`config.mk`:
```
export PLATFORM = sky130hd
export DESIGN_NAME = dvc_ctrl
export DESIGN_NICKNAME = d
export VERILOG_FILES = /design/src/rtl/core/dvc_pkg.sv /design/src/rtl/core/dvc_ctrl.sv
export SDC_FILE = /design/constraint.sdc
export NUM_CORES = 1
export LEC_CHECK = 0
export BUFFER_PORTS_ARGS = -buffer_cell sky130_fd_sc_hd__buf_2
export CAP_MARGIN = 20
export CELL_PAD_IN_SITES_DETAIL_PLACEMENT = 1
export CELL_PAD_IN_SITES_GLOBAL_PLACEMENT = 2
export CORE_MARGIN = 1.5
export CORE_UTILIZATION = 27
export CTS_BUF_LIST = sky130_fd_sc_hd__clkbuf_2 sky130_fd_sc_hd__clkbuf_4 sky130_fd_sc_hd__clkbuf_8
export DETAILED_ROUTE_END_ITERATION = 8
export PLACE_DENSITY_LB_ADDON = 0.05
export SYNTH_ARGS = -nofsm -noshare
export SYNTH_HDL_FRONTEND = slang
export SYNTH_SLANG_ARGS = --single-unit
export TNS_END_PERCENT = 10
```
`constraint.sdc`:
```
create_clock -name clk -period 1.9 [get_ports clk]
set_clock_uncertainty 0.15 [all_clocks]
set_input_delay 0.19 -clock clk [delete_from_list [all_inputs] [get_ports clk]]
set_output_delay 0.19 -clock clk [all_outputs]
set_load 0.02 [all_outputs]
```
`src/rtl/core/dvc_pkg.sv`:
```
// Shared constants, types and helper functions of the distinct value counter.
package dvc_pkg;

  localparam int EXACT_SET_DEPTH = 256;
  localparam int FILTER_BITS     = 4096;

  localparam int VALUE_W     = 64;
  localparam int EST_W       = 13;
  localparam int EXACT_AW    = $clog2(EXACT_SET_DEPTH);
  localparam int FILL_W      = $clog2(EXACT_SET_DEPTH + 1);
  localparam int ROW_W       = 64;
  localparam int FILTER_ROWS = FILTER_BITS / ROW_W;
  localparam int BIT_AW      = $clog2(ROW_W);
  localparam int FILT_AW     = $clog2(FILTER_BITS);
  localparam int ROW_AW      = FILT_AW - BIT_AW;
  localparam int SHIFT_A     = 17;
  localparam int SHIFT_B     = 23;

  localparam logic [VALUE_W-1:0] HASH_SALT = 64'h0000_0000_DEAD_BEEF;
  localparam logic [EST_W-1:0]   EST_MAX   = {EST_W{1'b1}};
  localparam logic [FILL_W-1:0]  FILL_FULL = FILL_W'(EXACT_SET_DEPTH);

  localparam logic CMD_ADD   = 1'b0;
  localparam logic CMD_CLEAR = 1'b1;

  // Commands from the controller to the datapath.
  typedef struct packed {
    logic load;
    logic clear;
    logic scan_run;
    logic insert;
    logic go_sketch;
    logic row1_wr;
    logic row2_rd;
    logic row2_wr;
    logic out_load;
  } dvc_cmd_t;

  // Status from the datapath to the controller.
  typedef struct packed {
    logic is_clear;
    logic overflowed;
    logic scan_done;
    logic hit;
    logic full;
  } dvc_stat_t;

  function automatic logic is_nan(input logic [VALUE_W-1:0] v);
    logic res;
    res = (v[62:52] == 11'h7FF) && (v[51:0] != 52'd0);
    return res;
  endfunction

  // Double equality on raw patterns: both zeros match, NaN never matches.
  function automatic logic dbl_equal(input logic [VALUE_W-1:0] a,
                                     input logic [VALUE_W-1:0] b);
    logic res;
    if (is_nan(a) || is_nan(b)) begin
      res = 1'b0;
    end else if ((a[62:0] == 63'd0) && (b[62:0] == 63'd0)) begin
      res = 1'b1;
    end else begin
      res = (a == b);
    end
    return res;
  endfunction

endpackage

```
`src/rtl/core/dvc_ctrl.sv`:
```
// Controller state machine that sequences each request through the datapath.
module dvc_ctrl import dvc_pkg::*; (
  input  logic      clk,
  input  logic      rst_n,
  input  logic      in_valid,
  output logic      in_ready,
  output logic      out_valid,
  input  logic      out_ready,
  input  dvc_stat_t stat,
  output dvc_cmd_t  cmd
);

  typedef enum logic [6:0] {
    S_IDLE   = 7'b0000001,
    S_DECIDE = 7'b0000010,
    S_SCAN   = 7'b0000100,
    S_H1WR   = 7'b0001000,
    S_H2RD   = 7'b0010000,
    S_H2WR   = 7'b0100000,
    S_EMIT   = 7'b1000000
  } dvc_state_t;

  dvc_state_t state_r, state_nxt;
  logic       out_valid_r, out_valid_nxt;

  always_comb begin
    state_nxt = state_r;
    cmd       = '0;
    in_ready  = 1'b0;
    case (state_r)
      S_IDLE: begin
        in_ready = 1'b1;
        if (in_valid) begin
          cmd.load  = 1'b1;
          state_nxt = S_DECIDE;
        end
      end
      S_DECIDE: begin
        if (stat.is_clear) begin
          cmd.clear = 1'b1;
          state_nxt = S_EMIT;
        end else if (stat.overflowed) begin
          state_nxt = S_H1WR;
        end else begin
          state_nxt = S_SCAN;
        end
      end
      S_SCAN: begin
        cmd.scan_run = 1'b1;
        if (stat.scan_done) begin
          if (stat.hit) begin
            state_nxt = S_EMIT;
          end else if (!stat.full) begin
            cmd.insert = 1'b1;
            state_nxt  = S_EMIT;
          end else begin
            cmd.go_sketch = 1'b1;
            state_nxt     = S_H1WR;
          end
        end
      end
      S_H1WR: begin
        cmd.row1_wr = 1'b1;
        state_nxt   = S_H2RD;
      end
      S_H2RD: begin
        cmd.row2_rd = 1'b1;
        state_nxt   = S_H2WR;
      end
      S_H2WR: begin
        cmd.row2_wr = 1'b1;
        state_nxt   = S_EMIT;
      end
      S_EMIT: begin
        if (!out_valid_r || out_ready) begin
          cmd.out_load = 1'b1;
          state_nxt    = S_IDLE;
        end
      end
      default: begin
        state_nxt = S_IDLE;
      end
    endcase
  end

  always_comb begin
    out_valid_nxt = out_valid_r;
    if (cmd.out_load) begin
      out_valid_nxt = 1'b1;
    end else if (out_ready) begin
      out_valid_nxt = 1'b0;
    end
  end

  always_ff @(posedge clk) begin
    if (!rst_n) begin
      state_r     <= S_IDLE;
      out_valid_r <= 1'b0;
    end else begin
      state_r     <= state_nxt;
      out_valid_r <= out_valid_nxt;
    end
  end

  assign out_valid = out_valid_r;

endmodule
```
# Word-level counts from Yosys, hierarchy flattened
# Index checks and enable logic that the tools add are counted.
dict set report op_classes {
  n_addsub 0
  multipliers 0
  n_div 0
  order_cmp 0
  eq_ne 10
  shift 0
  mux 25
  bitwise_logic 0
  reduce_logical 4
}
# operator count
set ops {}
lappend ops {{7-bit case mux with 7 select lines} 1}
lappend ops {{7-bit two-way mux} 6}
lappend ops {{1-bit two-way mux} 14}
lappend ops {{7-bit by 1-bit equality test with 1-bit output (second input constant)} 1}
lappend ops {{7-bit by 2-bit equality test with 1-bit output (second input constant)} 1}
lappend ops {{7-bit by 3-bit equality test with 1-bit output (second input constant)} 1}
lappend ops {{7-bit by 4-bit equality test with 1-bit output (second input constant)} 1}
lappend ops {{7-bit by 5-bit equality test with 1-bit output (second input constant)} 1}
lappend ops {{7-bit by 6-bit equality test with 1-bit output (second input constant)} 1}
lappend ops {{7-bit equality test (second input constant)} 1}
lappend ops {{2-bit inequality test (second input constant)} 3}
lappend ops {{2-bit two-way mux} 2}
lappend ops {{4-bit two-way mux} 1}
lappend ops {{3-bit two-way mux} 1}
lappend ops {{3-bit AND reduction} 1}
lappend ops {{2-bit nonzero test} 1}
lappend ops {{1-bit zero test} 1}
lappend ops {{1-bit logical OR} 1}
dict set report totals {
  reg_bits 8
  latchBits 0
  ramBits 0
  rom_bits 0
  input_bits 9
  out_inout_bits 11
  word_cells 41
  mem_count 0
}

# Longest topological paths before layout
dict set report logic_depth {
  ltp_word 5
  depth_mapped 6
  depth_no_buf 5
}

# Least setup slack after synthesis
# OpenSTA, ideal clock, no wires.
dict set report synth_path {
  kind {register to output}
  startpoint {register state_r[4]}
  endpoint {output port cmd[5] in the netlist's numbering}
  arrival_time_ps 1591
  t_required_ps 1560
  slack_ps -31
  stages_incl_launch_ff 5
  n_path_buf 0
  cell_sequence {dfxtp_1 > nor3_1 > and3_1 > nand2_1 > nor3_1}
}
# item line
set synth_lines {}
lappend synth_lines {{from (decl)} dvc_ctrl.sv:23} ;# dvc_state_t state_r, state_nxt;
lappend synth_lines {{from (signal assigned)} dvc_ctrl.sv:100} ;# state_r <= state_nxt;
lappend synth_lines {{to (decl)} dvc_ctrl.sv:10} ;# output dvc_cmd_t cmd

==> flow_summary.json <==
{
  "clock-sinks": 8,
  "cts.reportedPaths.clkPinSlew_ns": 0.05,
  "num_io_pins": 20,
  "antennaDiodeCount": 0,
  "path_class": "reg2out",
  "syn_inst": 68,
  "power_frac_seq": 0.456,
  "io_buffers": 19,
  "worst_setup_path_start_kind": "flip-flop",
  "synth_top_area_frac": 0.2870,
  "worst_pin_slew_ns": 0.3664,
  "fin_crit_sh": 0.9356,
  "routabilityCongestion": 0.7795,
  "ir_drop_uv": 273.7,
  "root_buffer": "clkbuf_4",
  "comb_power_share": 0.234,
  "dpl.hpwl_um": 1301,
  "fin_util": 0.3795,
  "rsz0062_at_grt": "no",
  "ys_async_sr_fraction": 0,
  "cp-end-kind": "output port",
  "antenna_found_initial": 0,
  "synth_cell_types": 32,
  "core_um2": 1962,
  "grt_max_degree": 9,
  "final_layout_size_suffix_gt1_frac": 0.4505,
  "wl_per_cell_um": 13.31,
  "ys.flop_type": "dfxtp_1",
  "num-fill-cells": 272,
  "reg2reg_to": "state_r[0]",
  "pwr-share-clk": 0.309,
  "syn_nets": 77,
  "synth_area_leader_cell": "dfxtp_1",
  "groute.usage.overall": 0.1473,
  "die_width_um": 48.46,
  "reg2reg_from": "state_r[3]",
  "p_per_area_nw_per_um2": 547.1,
  "cts_buffers": 3,
  "grt_pass1_vias": 599,
  "final_area_um2": 744.5,
  "start_util": 0.2844,
  "h-tree-depth": 1,
  "internal_power_w": 0.0002922,
  "overflow": 0,
  "synth.avg_cell_area_um2": 8.206,
  "clockBufferDepth": 2,
  "fin_setup_tns_ns": 0,
  "synth.area.top_cells": "dfxtp_1 (29%), nor2_1 (7.4%), nor2b_1 (5.6%)",
  "layout_setup_ws_ns": 0.1224,
  "cts_tree": "yes",
  "critPathMaxFanout": 6,
  "final_nets": 102,
  "ys_seq_area_frac": 0.2870,
  "worstHoldStart": "rst_n",
  "hold_buffers": 0,
  "regArea_um2": 163.9,
  "num_vias": 584,
  "power.leakage_nw": 0.3437,
  "cp_data_arrival_time_ns": 1.44,
  "reg2reg_slack_ns": 0.22,
  "slew_headroom": 0.7554,
  "r2r_cells": 5,
  "hold_end": "state_r[0]",
  "grt_pass1_wl_um": 2746,
  "hold_violations": 0,
  "hp-class": "in2reg",
  "switchingPower_w": 0.0001151,
  "die_h_um": 48.46,
  "worstPathRequired_ns": 1.56,
  "max_freq_ghz": 0.5626,
  "fin_crit_ns": 1.778,
  "drt_wl_total_um": 1570,
  "drt-pass1-iter-count": 2,
  "drc": 0,
  "multiInputGateArea_um2": 395.4,
  "status": "complete, no violations",
  "ys_warn_count": 0,
  "drt_iter0_markers": 3,
  "vias_per_cell": 4.949,
  "setup_viol": 0,
  "rows": 16,
  "clock_latency_ns": 0.25,
  "area_growth_pct": 33.41,
  "synth-seq-cells": 8,
  "post-place-ws_ns": 0.1265,
  "dieArea_um2": 2348,
  "min_path_cells": 2,
  "syn_area_um2": 558.0,
  "ant_nets": 0,
  "synth_edf_count": 0,
  "place_area_um2": 691.9,
  "sw_frac_of_total": 0.2827,
  "slew_violations": 0,
  "drv_cap": 0
}
==> per-stage QoR <==
step	power (W)	instances	hold WS (ns)
after CTS	0.0004141	118	0.02637
after global routing	0.0004375	118	0.06125
after floorplan	0.0002430	68	0.1200
after detailed placement	0.0002776	114	0.2875
after global placement	0.0002775	114	0.2916
final	0.0004073	118	0.03167
==> flip-flops by register name, indices dropped and copies added, names as in the netlist <==
register,count
out_valid,1
state_r,7
==> cells by family (layout without fill, tap and decap cells) <==
logic type	after synthesis	after routing	synth area share
flip-flops	8	8	0.2870
AND/OR/NAND/NOR	44	44	0.5023
XOR/XNOR	1	1	0.01570
AO/OA/AOI/OAI	10	10	0.1480
buffers and inverters	5	28	0.04708
==> final cells by class <==
cell class                 instances  share of cell area
clock buffer                       3             0.03025
inverter                           3             0.01513
multi-input combinational         55              0.5311
sequential                         8              0.2202
tap                               27             0.04538
timing repair buffer              22              0.1580
==> worst max path at each step <==
stage                    start  endpoint  slack, ns
finish              state_r[1]    cmd[0]       0.12
global route        state_r[0]    cmd[5]      0.001
CTS                 state_r[3]    cmd[5]      0.004
detailed placement  state_r[0]    cmd[5]       0.13
global placement    state_r[0]    cmd[5]       0.14
floorplan           state_r[4]    cmd[4]       0.11
==> worst max-delay path, stage by stage, from the launching register on <==
cell,delay (ns)
dfxtp_1,0.40
nor3_2,0.22
buf_4,0.15
nand4b_1,0.15
nor2_1,0.11
buf_2,0.17
==> metal layers <==
| metal | GRT usage | routed length [um] |
|---|---|---|
| met3 | 0.01852 | 36 |
| met5 | 0 | 0 |
| met2 | 0.2407 | 751 |
| met1 | 0.1985 | 771 |
| met4 | 0.05714 | 10 |
==> cell usage after synthesis, drive strengths merged (2+ instances only) <==
| library cell | count |
|---|---|
| nand4b | 2 |
| and4b | 2 |
| dfxtp | 8 |
| inv | 3 |
| and3 | 5 |
| nor2 | 11 |
| a21oi | 2 |
| nand3 | 2 |
| nand2 | 4 |
| nand2b | 3 |
| nor3 | 5 |
| nor2b | 6 |
| buf | 2 |
| nor4b | 2 |
==> placed cells by master (no fill, tap or decap), types with 2 or more instances in the layout <==
master	Yosys	routed
buf_2	0	19
nor3_2	1	3
nand3_1	2	2
nand2_1	4	4
dfxtp_2	0	3
nand2b_1	3	3
and3_1	3	2
and3_4	1	2
nand4b_1	2	2
buf_4	2	3
nor2b_1	5	5
a21oi_1	2	2
dfxtp_1	8	5
inv_1	3	3
nor2_1	11	10
clkbuf_4	0	3
nor4b_2	1	2
==> power by group through the flow <==
| stage | Clock [W] | Sequential [W] | Combinational, W |
|---|---|---|---|
| 2_1_floorplan | 0 | 0.000184 | 0.0000591 |
| 3_3_place_gp | 0 | 0.000187 | 0.0000903 |
| 3_5_place_dp | 0 | 0.000188 | 0.0000900 |
| 4_1_cts | 0.000134 | 0.000185 | 0.0000952 |
| 5_1_grt | 0.000144 | 0.000187 | 0.000106 |
| 6_report | 0.000126 | 0.000186 | 0.0000954 |
==> timing repair <==
item,in CTS,in global routing
endpoints found under the setup margin,2,3
setup buffers,1,0
pin swaps,1,1
gates cloned,0,0
gates resized for setup,2,5
No activity file was read; power rests on OpenSTA's default activity.
